--- src/hw/rtl/sha256_digest_engine_top_assert.svh ---
// ----------------------------------------------------------------------------
// sha256 digest engine assertion macros
// property shorthands used by the top level checks
// ----------------------------------------------------------------------------
`ifndef SHA256_DIGEST_ENGINE_TOP_ASSERT_SVH
`define SHA256_DIGEST_ENGINE_TOP_ASSERT_SVH

// same-cycle implication
`define SHA_DE_ASSERT_IMP(label, ante, cons) \
  label: assert property (@(posedge clk_i) disable iff (!rst_ni) (ante) |-> (cons)) \
    else $error("sha_de check failed");

// next-cycle implication
`define SHA_DE_ASSERT_NXT(label, ante, cons) \
  label: assert property (@(posedge clk_i) disable iff (!rst_ni) (ante) |=> (cons)) \
    else $error("sha_de check failed");

`endif

--- src/hw/rtl/sha_de_pkg.sv ---
// ----------------------------------------------------------------------------
// sha_de_pkg
// shared types, constants and round constants of the sha256 engine
// ----------------------------------------------------------------------------
package sha_de_pkg;

  localparam int unsigned QDepth = 4;

  typedef struct packed {
    logic        msg_end;
    logic [31:0] word;
  } q_entry_t;

  localparam logic [255:0] InitHash = {
    32'h6a09e667, 32'hbb67ae85, 32'h3c6ef372, 32'ha54ff53a,
    32'h510e527f, 32'h9b05688c, 32'h1f83d9ab, 32'h5be0cd19
  };

  function automatic logic [31:0] init_word(input logic [2:0] idx);
    logic [7:0] sh;
    sh = 8'(7 - idx) * 8'd32;
    return 32'(InitHash >> sh);
  endfunction

  function automatic logic [31:0] round_k(input logic [5:0] t);
    logic [31:0] k;
    unique case (t)
      6'd0: k = 32'h428a2f98;  6'd1: k = 32'h71374491;  6'd2: k = 32'hb5c0fbcf;
      6'd3: k = 32'he9b5dba5;  6'd4: k = 32'h3956c25b;  6'd5: k = 32'h59f111f1;
      6'd6: k = 32'h923f82a4;  6'd7: k = 32'hab1c5ed5;  6'd8: k = 32'hd807aa98;
      6'd9: k = 32'h12835b01;  6'd10: k = 32'h243185be; 6'd11: k = 32'h550c7dc3;
      6'd12: k = 32'h72be5d74; 6'd13: k = 32'h80deb1fe; 6'd14: k = 32'h9bdc06a7;
      6'd15: k = 32'hc19bf174; 6'd16: k = 32'he49b69c1; 6'd17: k = 32'hefbe4786;
      6'd18: k = 32'h0fc19dc6; 6'd19: k = 32'h240ca1cc; 6'd20: k = 32'h2de92c6f;
      6'd21: k = 32'h4a7484aa; 6'd22: k = 32'h5cb0a9dc; 6'd23: k = 32'h76f988da;
      6'd24: k = 32'h983e5152; 6'd25: k = 32'ha831c66d; 6'd26: k = 32'hb00327c8;
      6'd27: k = 32'hbf597fc7; 6'd28: k = 32'hc6e00bf3; 6'd29: k = 32'hd5a79147;
      6'd30: k = 32'h06ca6351; 6'd31: k = 32'h14292967; 6'd32: k = 32'h27b70a85;
      6'd33: k = 32'h2e1b2138; 6'd34: k = 32'h4d2c6dfc; 6'd35: k = 32'h53380d13;
      6'd36: k = 32'h650a7354; 6'd37: k = 32'h766a0abb; 6'd38: k = 32'h81c2c92e;
      6'd39: k = 32'h92722c85; 6'd40: k = 32'ha2bfe8a1; 6'd41: k = 32'ha81a664b;
      6'd42: k = 32'hc24b8b70; 6'd43: k = 32'hc76c51a3; 6'd44: k = 32'hd192e819;
      6'd45: k = 32'hd6990624; 6'd46: k = 32'hf40e3585; 6'd47: k = 32'h106aa070;
      6'd48: k = 32'h19a4c116; 6'd49: k = 32'h1e376c08; 6'd50: k = 32'h2748774c;
      6'd51: k = 32'h34b0bcb5; 6'd52: k = 32'h391c0cb3; 6'd53: k = 32'h4ed8aa4a;
      6'd54: k = 32'h5b9cca4f; 6'd55: k = 32'h682e6ff3; 6'd56: k = 32'h748f82ee;
      6'd57: k = 32'h78a5636f; 6'd58: k = 32'h84c87814; 6'd59: k = 32'h8cc70208;
      6'd60: k = 32'h90befffa; 6'd61: k = 32'ha4506ceb; 6'd62: k = 32'hbef9a3f7;
      6'd63: k = 32'hc67178f2;
      default: k = 32'h0;
    endcase
    return k;
  endfunction

endpackage

--- src/hw/rtl/sha_de_front.sv ---
// ----------------------------------------------------------------------------
// sha_de_front
// byte intake, word packing, length count and message padding
// ----------------------------------------------------------------------------
module sha_de_front import sha_de_pkg::*; (
  input  logic        clk_i,
  input  logic        rst_ni,
  input  logic        in_valid_i,
  output logic        in_ready_o,
  input  logic [7:0]  data_byte_i,
  input  logic        has_byte_i,
  input  logic        end_of_message_i,
  input  logic        q_full_i,
  output logic        q_push_o,
  output q_entry_t    q_entry_o
);

  localparam logic FsIn  = 1'b0;
  localparam logic FsPad = 1'b1;
  localparam logic [1:0] PhMark = 2'd0;
  localparam logic [1:0] PhZero = 2'd1;
  localparam logic [1:0] PhLen  = 2'd2;

  logic        state_q, state_d;
  logic [1:0]  phase_q, phase_d;
  logic [2:0]  lidx_q, lidx_d;
  logic [63:0] len_q, len_d;
  logic [63:0] bitlen_q, bitlen_d;
  logic [5:0]  fill_q, fill_d;
  logic [23:0] acc_q, acc_d;
  logic        byte_go;
  logic [7:0]  byte_val;
  logic        final_w;
  logic        room;
  logic        take;

  assign room = !q_full_i;
  assign in_ready_o = (state_q == FsIn) && room;
  assign take = in_valid_i && in_ready_o;

  always_comb begin
    byte_go  = 1'b0;
    byte_val = 8'h00;
    final_w  = 1'b0;
    state_d  = state_q;
    phase_d  = phase_q;
    lidx_d   = lidx_q;
    len_d    = len_q;
    bitlen_d = bitlen_q;
    unique case (state_q)
      FsIn: begin
        if (take) begin
          if (has_byte_i) begin
            byte_go  = 1'b1;
            byte_val = data_byte_i;
            bitlen_d = bitlen_q + 64'd8;
          end
          if (end_of_message_i) begin
            len_d    = bitlen_d;
            bitlen_d = '0;
            state_d  = FsPad;
            phase_d  = PhMark;
          end
        end
      end
      FsPad: begin
        if (room) begin
          byte_go = 1'b1;
          unique case (phase_q)
            PhMark: begin
              byte_val = 8'h80;
              phase_d  = PhZero;
            end
            PhZero: begin
              if (fill_q == 6'd56) begin
                byte_val = len_q[63:56];
                len_d    = {len_q[55:0], 8'h00};
                lidx_d   = 3'd1;
                phase_d  = PhLen;
              end
            end
            PhLen: begin
              byte_val = len_q[63:56];
              len_d    = {len_q[55:0], 8'h00};
              lidx_d   = lidx_q + 3'd1;
              if (lidx_q == 3'd7) begin
                final_w = 1'b1;
                state_d = FsIn;
              end
            end
            default: phase_d = PhMark;
          endcase
        end
      end
      default: state_d = FsIn;
    endcase
  end

  always_comb begin
    fill_d = fill_q;
    acc_d  = acc_q;
    if (byte_go) begin
      fill_d = fill_q + 6'd1;
      acc_d  = {acc_q[15:0], byte_val};
    end
  end

  assign q_push_o          = byte_go && (fill_q[1:0] == 2'd3);
  assign q_entry_o.word    = {acc_q, byte_val};
  assign q_entry_o.msg_end = final_w;

  always_ff @(posedge clk_i or negedge rst_ni) begin
    if (!rst_ni) begin
      state_q  <= FsIn;
      phase_q  <= PhMark;
      lidx_q   <= '0;
      bitlen_q <= '0;
      fill_q   <= '0;
    end else begin
      state_q  <= state_d;
      phase_q  <= phase_d;
      lidx_q   <= lidx_d;
      bitlen_q <= bitlen_d;
      fill_q   <= fill_d;
    end
  end

  always_ff @(posedge clk_i) begin
    len_q <= len_d;
    acc_q <= acc_d;
  end

endmodule

--- src/hw/rtl/sha_de_fifo.sv ---
// ----------------------------------------------------------------------------
// sha_de_fifo
// short word queue between the front and the compression core
// ----------------------------------------------------------------------------
module sha_de_fifo import sha_de_pkg::*; (
  input  logic     clk_i,
  input  logic     rst_ni,
  input  logic     push_i,
  input  q_entry_t push_data_i,
  output logic     full_o,
  input  logic     pop_i,
  output logic     empty_o,
  output q_entry_t pop_data_o
);

  localparam int unsigned PtrW = $clog2(QDepth);

  q_entry_t mem_q [QDepth];
  logic [PtrW-1:0] wr_ptr_q, rd_ptr_q;
  logic [PtrW:0]   cnt_q;
  logic            do_push, do_pop;

  assign full_o     = (cnt_q == (PtrW+1)'(QDepth));
  assign empty_o    = (cnt_q == '0);
  assign do_push    = push_i && !full_o;
  assign do_pop     = pop_i && !empty_o;
  assign pop_data_o = mem_q[rd_ptr_q];

  always_ff @(posedge clk_i or negedge rst_ni) begin
    if (!rst_ni) begin
      wr_ptr_q <= '0;
      rd_ptr_q <= '0;
      cnt_q    <= '0;
    end else begin
      if (do_push) wr_ptr_q <= wr_ptr_q + 1'b1;
      if (do_pop)  rd_ptr_q <= rd_ptr_q + 1'b1;
      cnt_q <= cnt_q + (PtrW+1)'(do_push) - (PtrW+1)'(do_pop);
    end
  end

  always_ff @(posedge clk_i) begin
    if (do_push) mem_q[wr_ptr_q] <= push_data_i;
  end

endmodule

--- src/hw/rtl/sha_de_core.sv ---
// ----------------------------------------------------------------------------
// sha_de_core
// block load, message schedule, 64 rounds and digest output
// ----------------------------------------------------------------------------
module sha_de_core import sha_de_pkg::*; (
  input  logic        clk_i,
  input  logic        rst_ni,
  input  logic        q_empty_i,
  input  q_entry_t    q_data_i,
  output logic        q_pop_o,
  output logic        out_valid_o,
  input  logic        out_ready_i,
  output logic [31:0] digest_word_o,
  output logic [2:0]  word_index_o,
  output logic        last_word_o
);

  localparam logic [1:0] CsLoad = 2'd0;
  localparam logic [1:0] CsRnd  = 2'd1;
  localparam logic [1:0] CsAdd  = 2'd2;
  localparam logic [1:0] CsOut  = 2'd3;

  logic [1:0]  state_q;
  logic [5:0]  cnt_q;
  logic        fin_q;
  logic [31:0] w_q [16];
  logic [31:0] v_q [8];
  logic [31:0] h_q [8];

  logic [31:0] s0, s1, wnew, wt, t1, t2, bs0, bs1, ch, maj;

  function automatic logic [31:0] rotr(input logic [31:0] x, input int unsigned n);
    return (x >> n) | (x << (32 - n));
  endfunction

  always_comb begin
    s0   = rotr(w_q[1], 7) ^ rotr(w_q[1], 18) ^ (w_q[1] >> 3);
    s1   = rotr(w_q[14], 17) ^ rotr(w_q[14], 19) ^ (w_q[14] >> 10);
    wnew = w_q[0] + s0 + w_q[9] + s1;
    wt   = (cnt_q[5:4] == 2'd0) ? w_q[0] : wnew;
    bs1  = rotr(v_q[4], 6) ^ rotr(v_q[4], 11) ^ rotr(v_q[4], 25);
    ch   = (v_q[4] & v_q[5]) ^ (~v_q[4] & v_q[6]);
    t1   = v_q[7] + bs1 + ch + round_k(cnt_q) + wt;
    bs0  = rotr(v_q[0], 2) ^ rotr(v_q[0], 13) ^ rotr(v_q[0], 22);
    maj  = (v_q[0] & v_q[1]) ^ (v_q[0] & v_q[2]) ^ (v_q[1] & v_q[2]);
    t2   = bs0 + maj;
  end

  assign q_pop_o       = (state_q == CsLoad) && !q_empty_i;
  assign out_valid_o   = (state_q == CsOut);
  assign digest_word_o = h_q[cnt_q[2:0]];
  assign word_index_o  = cnt_q[2:0];
  assign last_word_o   = (cnt_q[2:0] == 3'd7);

  always_ff @(posedge clk_i or negedge rst_ni) begin
    if (!rst_ni) begin
      state_q <= CsLoad;
      cnt_q   <= '0;
      fin_q   <= 1'b0;
      for (int i = 0; i < 8; i++) h_q[i] <= init_word(3'(i));
    end else begin
      unique case (state_q)
        CsLoad: begin
          if (q_pop_o) begin
            cnt_q <= cnt_q + 6'd1;
            if (cnt_q == 6'd15) begin
              fin_q   <= q_data_i.msg_end;
              cnt_q   <= '0;
              state_q <= CsRnd;
            end
          end
        end
        CsRnd: begin
          cnt_q <= cnt_q + 6'd1;
          if (cnt_q == 6'd63) state_q <= CsAdd;
        end
        CsAdd: begin
          for (int i = 0; i < 8; i++) h_q[i] <= h_q[i] + v_q[i];
          cnt_q   <= '0;
          state_q <= fin_q ? CsOut : CsLoad;
        end
        CsOut: begin
          if (out_ready_i) begin
            cnt_q <= cnt_q + 6'd1;
            if (cnt_q[2:0] == 3'd7) begin
              for (int i = 0; i < 8; i++) h_q[i] <= init_word(3'(i));
              cnt_q   <= '0;
              state_q <= CsLoad;
            end
          end
        end
        default: state_q <= CsLoad;
      endcase
    end
  end

  // schedule window and working variables
  always_ff @(posedge clk_i) begin
    if (q_pop_o) begin
      for (int i = 0; i < 15; i++) w_q[i] <= w_q[i+1];
      w_q[15] <= q_data_i.word;
      if (cnt_q == 6'd15) begin
        for (int i = 0; i < 8; i++) v_q[i] <= h_q[i];
      end
    end else if (state_q == CsRnd) begin
      for (int i = 0; i < 15; i++) w_q[i] <= w_q[i+1];
      w_q[15] <= wt;
      v_q[7] <= v_q[6];
      v_q[6] <= v_q[5];
      v_q[5] <= v_q[4];
      v_q[4] <= v_q[3] + t1;
      v_q[3] <= v_q[2];
      v_q[2] <= v_q[1];
      v_q[1] <= v_q[0];
      v_q[0] <= t1 + t2;
    end
  end

endmodule

--- src/hw/rtl/sha256_digest_engine_top.sv ---
// ----------------------------------------------------------------------------
// sha256_digest_engine_top
// streaming sha-256 engine: message bytes in, eight digest words out
// ----------------------------------------------------------------------------
// Bytes enter one per transaction on the slave side; a transaction with tlast
// ends the message (with or without a byte, so an empty message works). The
// front packs bytes into big-endian words at one byte per cycle while the
// queue has room and, on the end transaction, appends the 0x80 marker, zero
// fill and 64-bit bit length, one padding byte per cycle while the queue has
// room (9 to 72 padding bytes). Words go through a 4-entry queue to the core,
// which loads 16 words, runs 64 rounds at one round per cycle, then folds the
// working variables into the chaining hash. After the last block the core
// presents the digest as eight transactions, word 0 (most significant) first,
// tlast on word 7, then returns to the initial hash. The front keeps taking
// bytes while the core compresses until the queue fills.
// ----------------------------------------------------------------------------
module sha256_digest_engine_top import sha_de_pkg::*; (
  input  logic        clk_i,
  input  logic        rst_ni,
  input  logic        s_axis_tvalid,
  output logic        s_axis_tready,
  input  logic [7:0]  s_axis_tdata,   // [7:0] data_byte
  input  logic        s_axis_tuser,   // [0] has_byte
  input  logic        s_axis_tlast,   // end_of_message
  output logic        m_axis_tvalid,
  input  logic        m_axis_tready,
  output logic [39:0] m_axis_tdata,   // [31:0] digest_word, [34:32] word_index, zero above
  output logic        m_axis_tlast    // last_word
);

  `include "sha256_digest_engine_top_assert.svh"

  // queue handshake between front and core
  logic     q_push, q_full, q_pop, q_empty;
  q_entry_t q_in, q_out;
  logic [31:0] digest_word;
  logic [2:0]  word_index;

  sha_de_front u_front (
    .clk_i            (clk_i),
    .rst_ni           (rst_ni),
    .in_valid_i       (s_axis_tvalid),
    .in_ready_o       (s_axis_tready),
    .data_byte_i      (s_axis_tdata),
    .has_byte_i       (s_axis_tuser),
    .end_of_message_i (s_axis_tlast),
    .q_full_i         (q_full),
    .q_push_o         (q_push),
    .q_entry_o        (q_in)
  );

  sha_de_fifo u_fifo (
    .clk_i       (clk_i),
    .rst_ni      (rst_ni),
    .push_i      (q_push),
    .push_data_i (q_in),
    .full_o      (q_full),
    .pop_i       (q_pop),
    .empty_o     (q_empty),
    .pop_data_o  (q_out)
  );

  sha_de_core u_core (
    .clk_i         (clk_i),
    .rst_ni        (rst_ni),
    .q_empty_i     (q_empty),
    .q_data_i      (q_out),
    .q_pop_o       (q_pop),
    .out_valid_o   (m_axis_tvalid),
    .out_ready_i   (m_axis_tready),
    .digest_word_o (digest_word),
    .word_index_o  (word_index),
    .last_word_o   (m_axis_tlast)
  );

  // digest word in the low bits, index above, zero fill to 40 bits
  assign m_axis_tdata = {5'b0, word_index, digest_word};

  // the front never pushes into a full queue
  `SHA_DE_ASSERT_IMP(a_no_push_full, q_push, !q_full)
  // tlast comes with the final word index only
  `SHA_DE_ASSERT_IMP(a_last_idx, m_axis_tvalid && m_axis_tlast, word_index == 3'd7)
  // after the final word is taken the output side goes quiet
  `SHA_DE_ASSERT_NXT(a_idle_after, m_axis_tvalid && m_axis_tready && m_axis_tlast,
                     !m_axis_tvalid)

endmodule

--- config.mk ---
export PLATFORM = sky130hd
export DESIGN_NAME = sha256_digest_engine_top
export DESIGN_NICKNAME = d
export VERILOG_FILES = /design/src/hw/rtl/sha_de_pkg.sv /design/src/hw/rtl/sha_de_front.sv /design/src/hw/rtl/sha_de_fifo.sv /design/src/hw/rtl/sha_de_core.sv /design/src/hw/rtl/sha256_digest_engine_top.sv
export VERILOG_INCLUDE_DIRS = /design/src /design/src/hw/rtl
export SDC_FILE = /design/constraint.sdc
export NUM_CORES = 2
export LEC_CHECK = 0
export BUFFER_PORTS_ARGS = -buffer_cell sky130_fd_sc_hd__buf_4
export CORE_MARGIN = 2
export CORE_UTILIZATION = 35
export CTS_CLUSTER_SIZE = 40
export DETAILED_ROUTE_END_ITERATION = 6
export GPL_ROUTABILITY_DRIVEN = 0
export HOLD_SLACK_MARGIN = 0.1
export PLACE_DENSITY = 0.45
export SLEW_MARGIN = 40
export SYNTH_ARGS = -nofsm -noshare
export SYNTH_HDL_FRONTEND = slang
export SYNTH_SLANG_ARGS = --single-unit
--- constraint.sdc ---
create_clock -name clk_i -period 16.6 [get_ports clk_i]
set_input_delay 3.32 -clock clk_i [delete_from_list [all_inputs] [get_ports clk_i]]
set_output_delay 3.32 -clock clk_i [all_outputs]
set_load 0.1 [all_outputs]
==> impl_metrics.toml <==
[grt]
grt_pass1_vias = 54700
grt_pass1_wl_um = 390200
grt_usage_pct = 23.00
antenna_found_initial = 9
grt-ovfl-total = 0
grt_max_degree = 146

[timing]
fmax_mhz = 92.30
grt_setup_unrepaired = "false"
clock_skew_ns = 0.05621
period_minus_slack_ns = 10.83
drv_slew = 0
hold_viol = 0
finalSetupTns_ns = 0
period_share_pct = 65.27
setup_viol = 0
relSlewSlack_pct = 35.12
worst_slew_pin_slew_ns = 0.9674

[final_layout]
final_cell_mix = "nand2_1, edfxtp_1, o21ai_0, a21oi_1, nor2_1"
seqCellArea_um2 = 38410
syn_to_final_growth_pct = 11.83
multi_input_area_um2 = 37880
layout_commonest_cell = "nand2_1"
fillers = 21980
layout-drive-gt1-share_pct = 9.560
fin_nets = 7906

[setup_path]
path_class = "flip-flop to flip-flop"
crit_top_cell = "fa_1"
cp-end-kind = "flip-flop"
rrSetupSlack_ns = 5.77
cp_max_fo = 6
crit_required_ns = 17.20
max_stage_delay_ns = 0.67
cp.arrival_ns = 11.43
worst_setup_path_start_kind = "flip-flop"
cpMaxStageDelayCell = "a2111oi_0"

[route]
routedWlPerCell_um = 25.67
wl_um = 267300
drt_first_pass_iters = 6
postRouteAntennaNets = 0
viasPerCell = 5.471
drc = 0
drt_iter0_drc = 5953
num_vias = 56970

[logic_synthesis]
ys_ff_latch = 1330
ys_async_sr_fraction_pct = 25.94
syn_area_per_cell_um2 = 10.77
yosysSeqAreaShare_pct = 48.74
synthCells = 7315
synthFlopType = "edfxtp_1"
synth_edf_count = 985
synth_cell_types = 97
netlist_area_um2 = 78750
yosys_warnings = 0

[floorplan]
die-area_um2 = 228800
core_um2 = 224200
rows = 174
die_w_um = 478.3
initial_core_util_pct = 35.12
die_h_um = 478.3
io_pins = 57

[clocking]
cts_tree = "built"
cts_made_buffers = 163
clk_latency_ns = 0.86
cts_sinks = 1330
cts_root_buf = "clkbuf_16"
clockBufferDepth = 3
cts_setup_buffers = 0
holdBufCountCts = 0
h-tree-depth = 4
ctsResizeCount = 0
clkSlewWorstSetupHoldPaths_ns = 0.07

[place]
dp_hpwl_um = 195000
numPortBuffers = 51

[hold_path]
hold_class = "flip-flop to flip-flop"

[status]
outcome = "finished clean"

[run]
cap_violations = 0
## state kept, by name, summed over array words and instances, names as in the netlist, 6 cells and up
| signal | cells |
|---|---|
| u_fifo.mem_q | 132 |
| u_core.cnt_q | 6 |
| u_core.v_q | 256 |
| u_front.len_q | 61 |
| u_core.h_q | 256 |
| u_core.w_q | 512 |
| u_front.fill_q | 6 |
| u_front.acc_q | 24 |
| u_front.bitlen_q | 61 |
## critical path, delay by kind of cell, from the launching register on
family | cells | cell delay [ns]
and+or+nand+nor | 7 | 0.99
AOI/OAI and AO/OA | 13 | 3.78
xor gates and xnor gates | 8 | 1.66
buffers and inverters | 4 | 0.23
DFF | 1 | 0.48
adders and majority gates | 8 | 3.44
## metrics by stage
| stage | util (%) | area [um2] | setup WS, ns | cells | hold WS [ns] |
|---|---|---|---|---|---|
| 2_1_floorplan | - | 78760 | 3.346 | 7319 | 0.4003 |
| 4_1_cts | 39.25 | 88010 | 5.833 | 10410 | 0.3908 |
| 5_1_grt | 39.27 | 88060 | 5.074 | 10410 | 0.3987 |
| 3_3_place_gp | 36.72 | 82340 | 5.913 | 10100 | 0.4004 |
| 6_report | 39.27 | 88070 | 5.765 | 10410 | 0.3969 |
| 3_5_place_dp | 36.84 | 82600 | 5.839 | 10100 | 0.4045 |
## final cells by class
class / instances / share of cell area, %
timing repair buffer: 136 / 1.432
antenna: 5 / 0.01421
sequential: 1330 / 43.61
clock inverter: 85 / 1.202
inverter: 361 / 1.539
clock buffer: 217 / 4.941
tap: 2992 / 4.251
multi-input combinational: 5287 / 43.01
## layer usage
layer | global-route usage (%) | up-vias | routed length, um
li1 | - | 26010 | -
met1 | 35.41 | 28700 | 129300
met2 | 33.40 | 1945 | 113400
met3 | 3.569 | 313 | 18130
met4 | 5.771 | 2 | 6469
met5 | 0 | - | 13
## Yosys cell counts (11+ instances only)
library cell  number  area share [%]
nor4_1            22            0.17
dfrtp_1          209             6.6
o21bai_1          51            0.49
xor2_1           237             2.6
o21a_1            44            0.42
fa_1             196             5.0
a31oi_1           52            0.41
inv_1            358             1.7
nand2b_1          53            0.42
a21o_1           197             1.9
mux2_2            18            0.26
dfstp_2          136             4.5
mux4_2           104             3.0
a21boi_0          16            0.15
o31ai_1           55            0.52
nand2_1         1156             5.5
o21ai_0          534             3.4
nor2b_1           44            0.35
and3_1            61            0.48
a211oi_1          47            0.45
maj3_1            17            0.22
a22o_1            31            0.34
or2_2             11           0.087
buf_1             39            0.19
o22ai_1           12           0.095
nand3_1          112            0.71
o211ai_1          22            0.21
mux2i_1           58            0.74
a2111oi_0         14            0.16
nor3_1            84            0.53
and2_1            21            0.17
clkbuf_1         288             1.4
or3_1             32            0.25
nor2_1           431             2.1
edfxtp_1         985              38
ha_1             417             6.6
xnor2_1          400             4.4
nand4_1           34            0.27
a21oi_1          500             3.2
## worst paths after layout
path	start	endpoint	cells after the start
hold / removal	u_core.w_q[0][125]	u_core.w_q[0][93]	0
hold reg to reg	u_core.w_q[0][125]	u_core.w_q[0][93]	0
setup / recovery	u_core.w_q[0][40]	u_core.v_q[0][31]	40
setup reg to reg	u_core.w_q[0][40]	u_core.v_q[0][31]	40
max in group asynchronous	rst_ni	u_core.h_q[185]	5
min in group asynchronous	rst_ni	u_core.h_q[12]	1
## cell families after synthesis
kind of cell / Yosys count / synth area share (%)
AND/OR/NAND/NOR: 2117 / 11.64
AO/OA/AOI/OAI: 1717 / 13.31
flip-flops: 1330 / 48.74
buffers and inverters: 702 / 3.397
XOR/XNOR: 638 / 7.115
adder cells (fa/ha/maj): 630 / 11.82
multiplexers: 180 / 3.969
other: 1 / 0.004762
Power is not shown: default switching activity piles up to over one toggle a cycle in this logic, so the estimate is an artifact.
